[config.mk]
export PLATFORM = sky130hd
export DESIGN_NAME = splitmix64_rng_with_range
export DESIGN_NICKNAME = d
export VERILOG_FILES = /design/src/rtl/core/sm64_pkg.sv /design/src/rtl/core/sm64_ctrl.sv /design/src/rtl/core/sm64_dp.sv /design/src/rtl/core/splitmix64_rng_with_range.sv
export VERILOG_INCLUDE_DIRS = /design/src /design/src/rtl/core
export SDC_FILE = /design/constraint.sdc
export NUM_CORES = 2
export LEC_CHECK = 0
export ABC_AREA = 0
export ABC_CLOCK_PERIOD_IN_PS = 24700
export BUFFER_PORTS_ARGS = -buffer_cell sky130_fd_sc_hd__buf_2
export CAP_MARGIN = 20
export CORE_MARGIN = 2
export CORE_UTILIZATION = 55
export CTS_CLUSTER_DIAMETER = 50
export DETAILED_ROUTE_END_ITERATION = 7
export PLACE_DENSITY = 0.77
export SLEW_MARGIN = 30
export SYNTH_ARGS = -nofsm -noshare
export SYNTH_HDL_FRONTEND = slang
export SYNTH_SLANG_ARGS = --single-unit
[constraint.sdc]
create_clock -name clk -period 24.7 [get_ports clk]
set_input_delay 2.47 -clock clk [delete_from_list [all_inputs] [get_ports clk]]
set_output_delay 2.47 -clock clk [all_outputs]
set_load 0.05 [all_outputs]
[src/rtl/core/splitmix64_rng_with_range_macros.svh]
// Assertion macros used by the splitmix64 range generator controller
`ifndef SPLITMIX64_RNG_WITH_RANGE_MACROS_SVH
`define SPLITMIX64_RNG_WITH_RANGE_MACROS_SVH

// Same-cycle implication, sampled on clk, quiet during reset
`define SM64_ASSERT_NOW(label, ante, cons) \
	label: assert property (@(posedge clk) disable iff (!arst_n) (ante) |-> (cons)) \
		else $error("sm64 same-cycle check failed");

// Next-cycle implication, sampled on clk, quiet during reset
`define SM64_ASSERT_NEXT(label, ante, cons) \
	label: assert property (@(posedge clk) disable iff (!arst_n) (ante) |=> (cons)) \
		else $error("sm64 next-cycle check failed");

`endif

[src/rtl/core/sm64_pkg.sv]
// Package: types, codes and constants of the splitmix64 range generator
package sm64_pkg;

	// Generator constants
	localparam logic [63:0] GOLDEN_GAMMA = 64'h9e3779b97f4a7c15;
	localparam logic [63:0] MIX_MUL_A    = 64'hbf58476d1ce4e5b9;
	localparam logic [63:0] MIX_MUL_B    = 64'h94d049bb133111eb;
	localparam logic [63:0] DEFAULT_SEED = 64'h853c49e6748fea9b;

	// Request codes
	localparam logic [1:0] CMD_RAW   = 2'd0;
	localparam logic [1:0] CMD_RANGE = 2'd1;
	localparam logic [1:0] CMD_FRAC  = 2'd2;
	localparam logic [1:0] CMD_NONE  = 2'd3;

	// Sequencing limits
	localparam logic [1:0] MUL_LAST = 2'd2;
	localparam logic [5:0] DIV_LAST = 6'd63;

	typedef struct packed {
		logic [1:0]         cmd;
		logic signed [63:0] min_value;
		logic signed [63:0] max_value;
	} in_item_t;

	typedef struct packed {
		logic signed [63:0] result_value;
		logic [52:0]        unit_fraction;
	} out_item_t;

	// Datapath operations
	typedef enum logic [3:0] {
		DP_IDLE,
		DP_LOAD,
		DP_ADVANCE,
		DP_MUL,
		DP_MIXA,
		DP_MIXB,
		DP_DIV,
		DP_OUT
	} dp_op_t;

	typedef struct packed {
		dp_op_t     op;
		logic [1:0] step;
		logic       mul_sel;
	} dp_cmd_t;

	typedef struct packed {
		logic [1:0] cmd;
		logic       empty_range;
		logic       span_zero;
	} dp_stat_t;

endpackage

[src/rtl/core/sm64_ctrl.sv]
// Controller: sequences draw, multiply, divide and output steps
`include "splitmix64_rng_with_range_macros.svh"

module sm64_ctrl
	import sm64_pkg::*;
(
	input  logic     clk,
	input  logic     arst_n,
	input  logic     in_valid,
	output logic     in_ready,
	output logic     out_valid,
	input  logic     out_ready,
	input  dp_stat_t stat,
	output dp_cmd_t  dcmd
);

	typedef enum logic [7:0] {
		S_IDLE   = 8'b0000_0001,
		S_DECIDE = 8'b0000_0010,
		S_MULA   = 8'b0000_0100,
		S_MIXA   = 8'b0000_1000,
		S_MULB   = 8'b0001_0000,
		S_MIXB   = 8'b0010_0000,
		S_DIV    = 8'b0100_0000,
		S_DONE   = 8'b1000_0000
	} state_t;

	state_t     state_q, state_d;
	logic [5:0] cnt_q, cnt_d;
	logic       out_valid_q, out_valid_d;
	logic       skip;
	logic       out_free;

	assign in_ready  = (state_q == S_IDLE);
	assign out_valid = out_valid_q;
	assign out_free  = !out_valid_q || out_ready;
	assign skip      = (stat.cmd == CMD_NONE) || ((stat.cmd == CMD_RANGE) && stat.empty_range);

	// Next state and datapath command
	always_comb begin
		state_d      = state_q;
		cnt_d        = cnt_q;
		out_valid_d  = out_valid_q && !out_ready;
		dcmd.op      = DP_IDLE;
		dcmd.step    = cnt_q[1:0];
		dcmd.mul_sel = 1'b0;
		unique case (state_q)
			S_IDLE: begin
				if (in_valid) begin
					dcmd.op = DP_LOAD;
					state_d = S_DECIDE;
				end
			end
			S_DECIDE: begin
				cnt_d = '0;
				if (skip) begin
					state_d = S_DONE;
				end else begin
					dcmd.op = DP_ADVANCE;
					state_d = S_MULA;
				end
			end
			S_MULA: begin
				dcmd.op = DP_MUL;
				if (cnt_q[1:0] == MUL_LAST) begin
					cnt_d   = '0;
					state_d = S_MIXA;
				end else begin
					cnt_d = cnt_q + 6'd1;
				end
			end
			S_MIXA: begin
				dcmd.op = DP_MIXA;
				state_d = S_MULB;
			end
			S_MULB: begin
				dcmd.op      = DP_MUL;
				dcmd.mul_sel = 1'b1;
				if (cnt_q[1:0] == MUL_LAST) begin
					cnt_d   = '0;
					state_d = S_MIXB;
				end else begin
					cnt_d = cnt_q + 6'd1;
				end
			end
			S_MIXB: begin
				dcmd.op = DP_MIXB;
				if ((stat.cmd == CMD_RANGE) && !stat.span_zero) begin
					state_d = S_DIV;
				end else begin
					state_d = S_DONE;
				end
			end
			S_DIV: begin
				dcmd.op = DP_DIV;
				if (cnt_q == DIV_LAST) begin
					cnt_d   = '0;
					state_d = S_DONE;
				end else begin
					cnt_d = cnt_q + 6'd1;
				end
			end
			S_DONE: begin
				// hold until the output register is free
				if (out_free) begin
					dcmd.op     = DP_OUT;
					out_valid_d = 1'b1;
					state_d     = S_IDLE;
				end
			end
			default: begin
				state_d = S_IDLE;
			end
		endcase
	end

	// Control registers
	always_ff @(posedge clk or negedge arst_n) begin
		if (!arst_n) begin
			state_q     <= S_IDLE;
			cnt_q       <= '0;
			out_valid_q <= 1'b0;
		end else begin
			state_q     <= state_d;
			cnt_q       <= cnt_d;
			out_valid_q <= out_valid_d;
		end
	end

	`SM64_ASSERT_NEXT(a_busy_after_accept, in_valid && in_ready, !in_ready)
	`SM64_ASSERT_NOW(a_out_only_when_free, dcmd.op == DP_OUT, out_free)
	`SM64_ASSERT_NOW(a_advance_not_skipped, dcmd.op == DP_ADVANCE, !skip)
	`SM64_ASSERT_NEXT(a_div_ends_in_done, (state_q == S_DIV) && (cnt_q == DIV_LAST),
		state_q == S_DONE)

endmodule

[src/rtl/core/sm64_dp.sv]
// Datapath: generator state, shared 32x32 multiplier, restoring divider, output register
module sm64_dp
	import sm64_pkg::*;
(
	input  logic        clk,
	input  logic        arst_n,
	input  logic        cfg_we,
	input  logic [63:0] cfg_wdata,
	input  in_item_t    in_data,
	input  dp_cmd_t     dcmd,
	output dp_stat_t    stat,
	output out_item_t   out_data
);

	logic [63:0]        state_q;
	logic [63:0]        z_q;
	logic [63:0]        acc_q;
	logic [63:0]        word_q;
	logic [63:0]        dvd_q;
	logic [63:0]        rem_q;
	logic [63:0]        span_q;
	logic signed [63:0] lo_q;
	logic signed [63:0] hi_q;
	logic [1:0]         cmd_q;
	out_item_t          out_q;

	logic [63:0] adv;
	logic [63:0] mul_b;
	logic [31:0] mul_x;
	logic [31:0] mul_y;
	logic [63:0] prod;
	logic [63:0] word_mix;
	logic [64:0] rem_sh;
	logic        rem_ge;
	out_item_t   out_d;

	assign stat.cmd         = cmd_q;
	assign stat.empty_range = (lo_q >= hi_q);
	assign stat.span_zero   = (span_q == 64'd0);
	assign out_data         = out_q;

	// Advance by the golden gamma; the first xor-shift is applied where z_q is loaded
	assign adv = state_q + GOLDEN_GAMMA;

	// Pick partial-product operands for this step
	assign mul_b = dcmd.mul_sel ? MIX_MUL_B : MIX_MUL_A;
	always_comb begin
		mul_x = z_q[31:0];
		mul_y = mul_b[31:0];
		case (dcmd.step)
			2'd1: mul_y = mul_b[63:32];
			2'd2: mul_x = z_q[63:32];
			default: begin
				mul_x = z_q[31:0];
				mul_y = mul_b[31:0];
			end
		endcase
	end
	assign prod = mul_x * mul_y;

	assign word_mix = acc_q ^ (acc_q >> 31);

	// Restoring divide step
	assign rem_sh = {rem_q, dvd_q[63]};
	assign rem_ge = (rem_sh >= {1'b0, span_q});

	// Form the result item
	always_comb begin
		out_d = '0;
		case (cmd_q)
			CMD_RAW: out_d.result_value = word_q;
			CMD_RANGE: begin
				if (stat.empty_range) begin
					out_d.result_value = lo_q;
				end else if (stat.span_zero) begin
					out_d.result_value = lo_q + word_q;
				end else begin
					out_d.result_value = lo_q + rem_q;
				end
			end
			CMD_FRAC: out_d.unit_fraction = word_q[63:11];
			default: out_d = '0;
		endcase
	end

	// Generator state and request code
	always_ff @(posedge clk or negedge arst_n) begin
		if (!arst_n) begin
			state_q <= DEFAULT_SEED;
			cmd_q   <= CMD_NONE;
		end else begin
			if (cfg_we) begin
				state_q <= (cfg_wdata == 64'd0) ? DEFAULT_SEED : cfg_wdata;
			end else if (dcmd.op == DP_ADVANCE) begin
				state_q <= adv;
			end
			if (dcmd.op == DP_LOAD) begin
				cmd_q <= in_data.cmd;
			end
		end
	end

	// Working registers
	always_ff @(posedge clk) begin
		case (dcmd.op)
			DP_LOAD: begin
				lo_q   <= in_data.min_value;
				hi_q   <= in_data.max_value;
				span_q <= in_data.max_value - in_data.min_value + 64'd1;
			end
			DP_ADVANCE: z_q <= adv ^ (adv >> 30);
			DP_MUL: begin
				if (dcmd.step == 2'd0) begin
					acc_q <= prod;
				end else begin
					acc_q <= {acc_q[63:32] + prod[31:0], acc_q[31:0]};
				end
			end
			DP_MIXA: z_q <= acc_q ^ (acc_q >> 27);
			DP_MIXB: begin
				word_q <= word_mix;
				dvd_q  <= word_mix;
				rem_q  <= '0;
			end
			DP_DIV: begin
				dvd_q <= {dvd_q[62:0], 1'b0};
				if (rem_ge) begin
					rem_q <= rem_sh[63:0] - span_q;
				end else begin
					rem_q <= rem_sh[63:0];
				end
			end
			DP_OUT: out_q <= out_d;
			default: begin
			end
		endcase
	end

endmodule

[src/rtl/core/splitmix64_rng_with_range.sv]
// Raw and fraction requests draw and mix one word; a ranged request also runs the 64-step
// restoring divider, and a request with no draw goes straight to the output.
// The two mixing multiplies share one 32x32 multiplier, three partial products each.
// One request in flight; the next is taken in the cycle after the result is written, even if
// the previous result is still waiting in the output register.
// Reset (arst_n low, asynchronous) loads the default seed and empties the output register.
module splitmix64_rng_with_range
	import sm64_pkg::*;
(
	input  logic        clk,
	input  logic        arst_n,
	input  logic        cfg_we,
	input  logic [63:0] cfg_wdata,
	input  logic        in_valid,
	output logic        in_ready,
	input  in_item_t    in_data,
	output logic        out_valid,
	input  logic        out_ready,
	output out_item_t   out_data
);

	dp_cmd_t  dcmd;
	dp_stat_t stat;

	// Sequencer
	sm64_ctrl u_ctrl (
		.clk       (clk),
		.arst_n    (arst_n),
		.in_valid  (in_valid),
		.in_ready  (in_ready),
		.out_valid (out_valid),
		.out_ready (out_ready),
		.stat      (stat),
		.dcmd      (dcmd)
	);

	// Arithmetic and state
	sm64_dp u_dp (
		.clk       (clk),
		.arst_n    (arst_n),
		.cfg_we    (cfg_we),
		.cfg_wdata (cfg_wdata),
		.in_data   (in_data),
		.dcmd      (dcmd),
		.stat      (stat),
		.out_data  (out_data)
	);

endmodule

==> reports/results.txt <==
Synth warn: 0
Initial Util: 55.6%
H-tree levels: 3
Largest net degree at the start of global routing: 85
Clock Path Buffers: 3
Vias/cell: 6.09
Number of core rows: 135
Filler cells: 11400
CP Max Fanout: 41
Routed Antenna Nets: 0
Crit path from: u_ctrl.state_q[0]
Area leader, netlist: edfxtp_1
Synth Flop Type: edfxtp_1
Seq/Total Area, Yosys: 27.7%
Hold/Removal Path Class: reg2reg
Clock sinks: 710
Pre-CTS setup slack: 13470 ps
Hold Buf Count CTS: 0
Chip height: 375 um
Final worst slack: 13180 ps
Required @ worst endpoint: 25250 ps
Final setup violation count: 0
Crit. End Element: flip-flop
P&R area growth vs syn: 8.47%
Buffers on Ports: 317
Area of the core: 136000 um^2
Clock transition at the registers of the reported paths: 60 ps
Unrepaired setup endpoints after global routing: no
Root Driver: clkbuf_16
Critical path destination: u_dp.acc_q[61]
Final net count: 9584
Most frequent cells in the layout: inv_1, fa_1, ha_1
Initial antenna violation count: 9
DR vias: 59200
First-pass GRT wire length: 382 mm
Setup TNS Final: 0 ps
Placed Instances: 9560
DRC errors left: 0
Top layer in use: met5
Metal2 WL: 115 mm
DRT Pass-1 Iters: 6
# resized after CTS: 0
Multi-input logic area: 49200 um^2
Top post-synthesis cells by area: edfxtp_1, fa_1, ha_1, inv_1, nand2_1
Most used cell, CP: fa_1
Tightest Pin Transition: 1060 ps
Worst EP arrival: 12070 ps
Vias in the first global route: 60400
Cells after Synth: 7657
Global placer's final weighted congestion: 1.06
DIE AREA: 140000 um^2
Slowest stage cell, crit path: a311oi_1
CTS tree: yes
Overflow after GRT: 0
Fraction of layout cells with a size suffix above 1: 9.72%
Reg2reg end: u_dp.acc_q[61]
Max-cap violation count: 0
Worst path depth: 39
Global Route Usage Sum: 36.5%
Critical Path Source Type: flip-flop
Status: complete, no violations
Share of flip-flops with an asynchronous set or reset: 11.4%
Layout Skew: 63.6 ps
WL met1: 99.1 mm
Period minus WS final: 11520 ps
Storage cell area: 21000 um^2
Total CTS buffers: 88
Unique masters post-synth: 99
Number of synthesized flops with an enable pin: 629
Final core utilization: 60.3%
Final period utilization: 46.6%
Reg2reg path depth: 39
Drt wl/cell: 26.3 um
Crit path buf inv count: 5
R2R Path Start: u_ctrl.state_q[0]
Max incr delay on CP: 640 ps
Clk_lat worst skew: 700 ps
Chip Width: 375 um
First-iteration detailed-routing DRC count: 6399
Non-Filler Instances: 9724
WL final: 256 mm
Post-CTS setup buffer count: 0
Dpl hpwl: 207 mm
Reg2reg setup slack: 13180 ps
Critical path class: reg2reg
Slew Limit Fails: 0
CP top delay family: adder cells
Area share of the largest cell type after synthesis: 25.0%
IO Count: 318
Slew HR: 29.4%
Cell area after synthesis: 75500 um^2
Synthesized Nets: 9371
Metal3 WL: 26.2 mm
Yosys reg bits: 710
Most common library cell in the layout ignoring fill and taps: inv_1
Final hold viol count: 0
Syn avg cell area: 9.87 um^2
Fmax: 86.8 MHz
[routing by layer]
layer	vias to the layer above	track usage (%)
met5	-	0
met4	4	17.5
met3	667	8.27
met2	3174	57.6
met1	29300	47.7
li1	26100	-
[synth_stat cells (all sizes together), types with 35 or more instances]
cell and number:
a211oi 51, a21o 182, a21oi 474, a31oi 38
and2 138, and3 43, clkbuf 221, dfrtp 44
dfstp 37, edfxtp 629, fa 825, ha 690
inv 1199, mux2 122, mux2i 35, nand2 648
nand2b 115, nand3 109, nand4 70, nor2 526
nor2b 68, nor3 66, nor4 49, o21a 46
o21ai 305, o21bai 61, xnor2 260, xor2 226
[per-stage QoR]
step	instance area, um^2	hold WS [ps]
5_1_grt	81900	525
3_3_place_gp	78900	467
6_report	81900	507
3_5_place_dp	78900	486
4_1_cts	81900	497
2_1_floorplan	75500	424
[registers in the layout (all words and copies together) (netlist names)]
name	flops
u_dp.z_q	64
u_dp.word_q	64
u_dp.lo_q	64
u_ctrl.out_valid	1
u_ctrl.cnt_q	6
u_dp.dvd_q	64
u_dp.out_data	117
u_dp.acc_q	64
u_ctrl.state_q	8
u_dp.rem_q	64
u_dp.hi_q	64
u_dp.span_q	64
u_dp.cmd_q	2
u_dp.state_q	64
[cell families (layout without fill, tap and decap cells)]
kind of cell	count (synthesis)	after routing	synth area share, %
compound gates	1396	1396	11.7
xor+xnor	486	486	5.63
fa+ha+maj	1515	1515	33.3
buf+inv	1456	1740	7.27
flops	710	710	27.7
mux	157	157	2.28
other cells	0	2	0
simple gates	1937	1937	12.0
[worst min-delay path by stage]
stage                    startpoint               to  cells past startpoint  slack [ps]
global placement    u_ctrl.cnt_q[5]  u_ctrl.cnt_q[5]                      1         470
CTS                 u_ctrl.cnt_q[5]  u_ctrl.cnt_q[5]                      1         500
finish              u_ctrl.cnt_q[5]  u_ctrl.cnt_q[5]                      1         510
detailed placement  u_ctrl.cnt_q[5]  u_ctrl.cnt_q[5]                      1         490
floorplan            u_dp.acc_q[63]  u_dp.word_q[63]                      0         420
global route        u_ctrl.cnt_q[5]  u_ctrl.cnt_q[5]                      1         520
[worst register-to-register path, delay by kind of cell, from the launching register on]
kind                     cells  cell delay, ps
buffers and inverters        5            1370
AND/OR/NAND/NOR              9            1650
adder cells (fa/ha/maj)     11            4880
flip-flops                   1             560
XOR/XNOR                     1             170
AO/OA/AOI/OAI               13            2760
[layout make-up]
class / instances / share of cell area, %
Sequential cell: 710 / 25.6
Inverter: 1203 / 5.51
Antenna cell: 2 / 0.00611
Clock buffer: 98 / 2.76
Clock inverter: 63 / 0.901
Multi-Input combinational cell: 5491 / 60.0
Tap cell: 1781 / 2.72
Timing Repair Buffer: 376 / 2.50
Power is left out: the tool's default activity adds up to more than one toggle a clock period on the data nets, which glitch-free logic cannot reach.
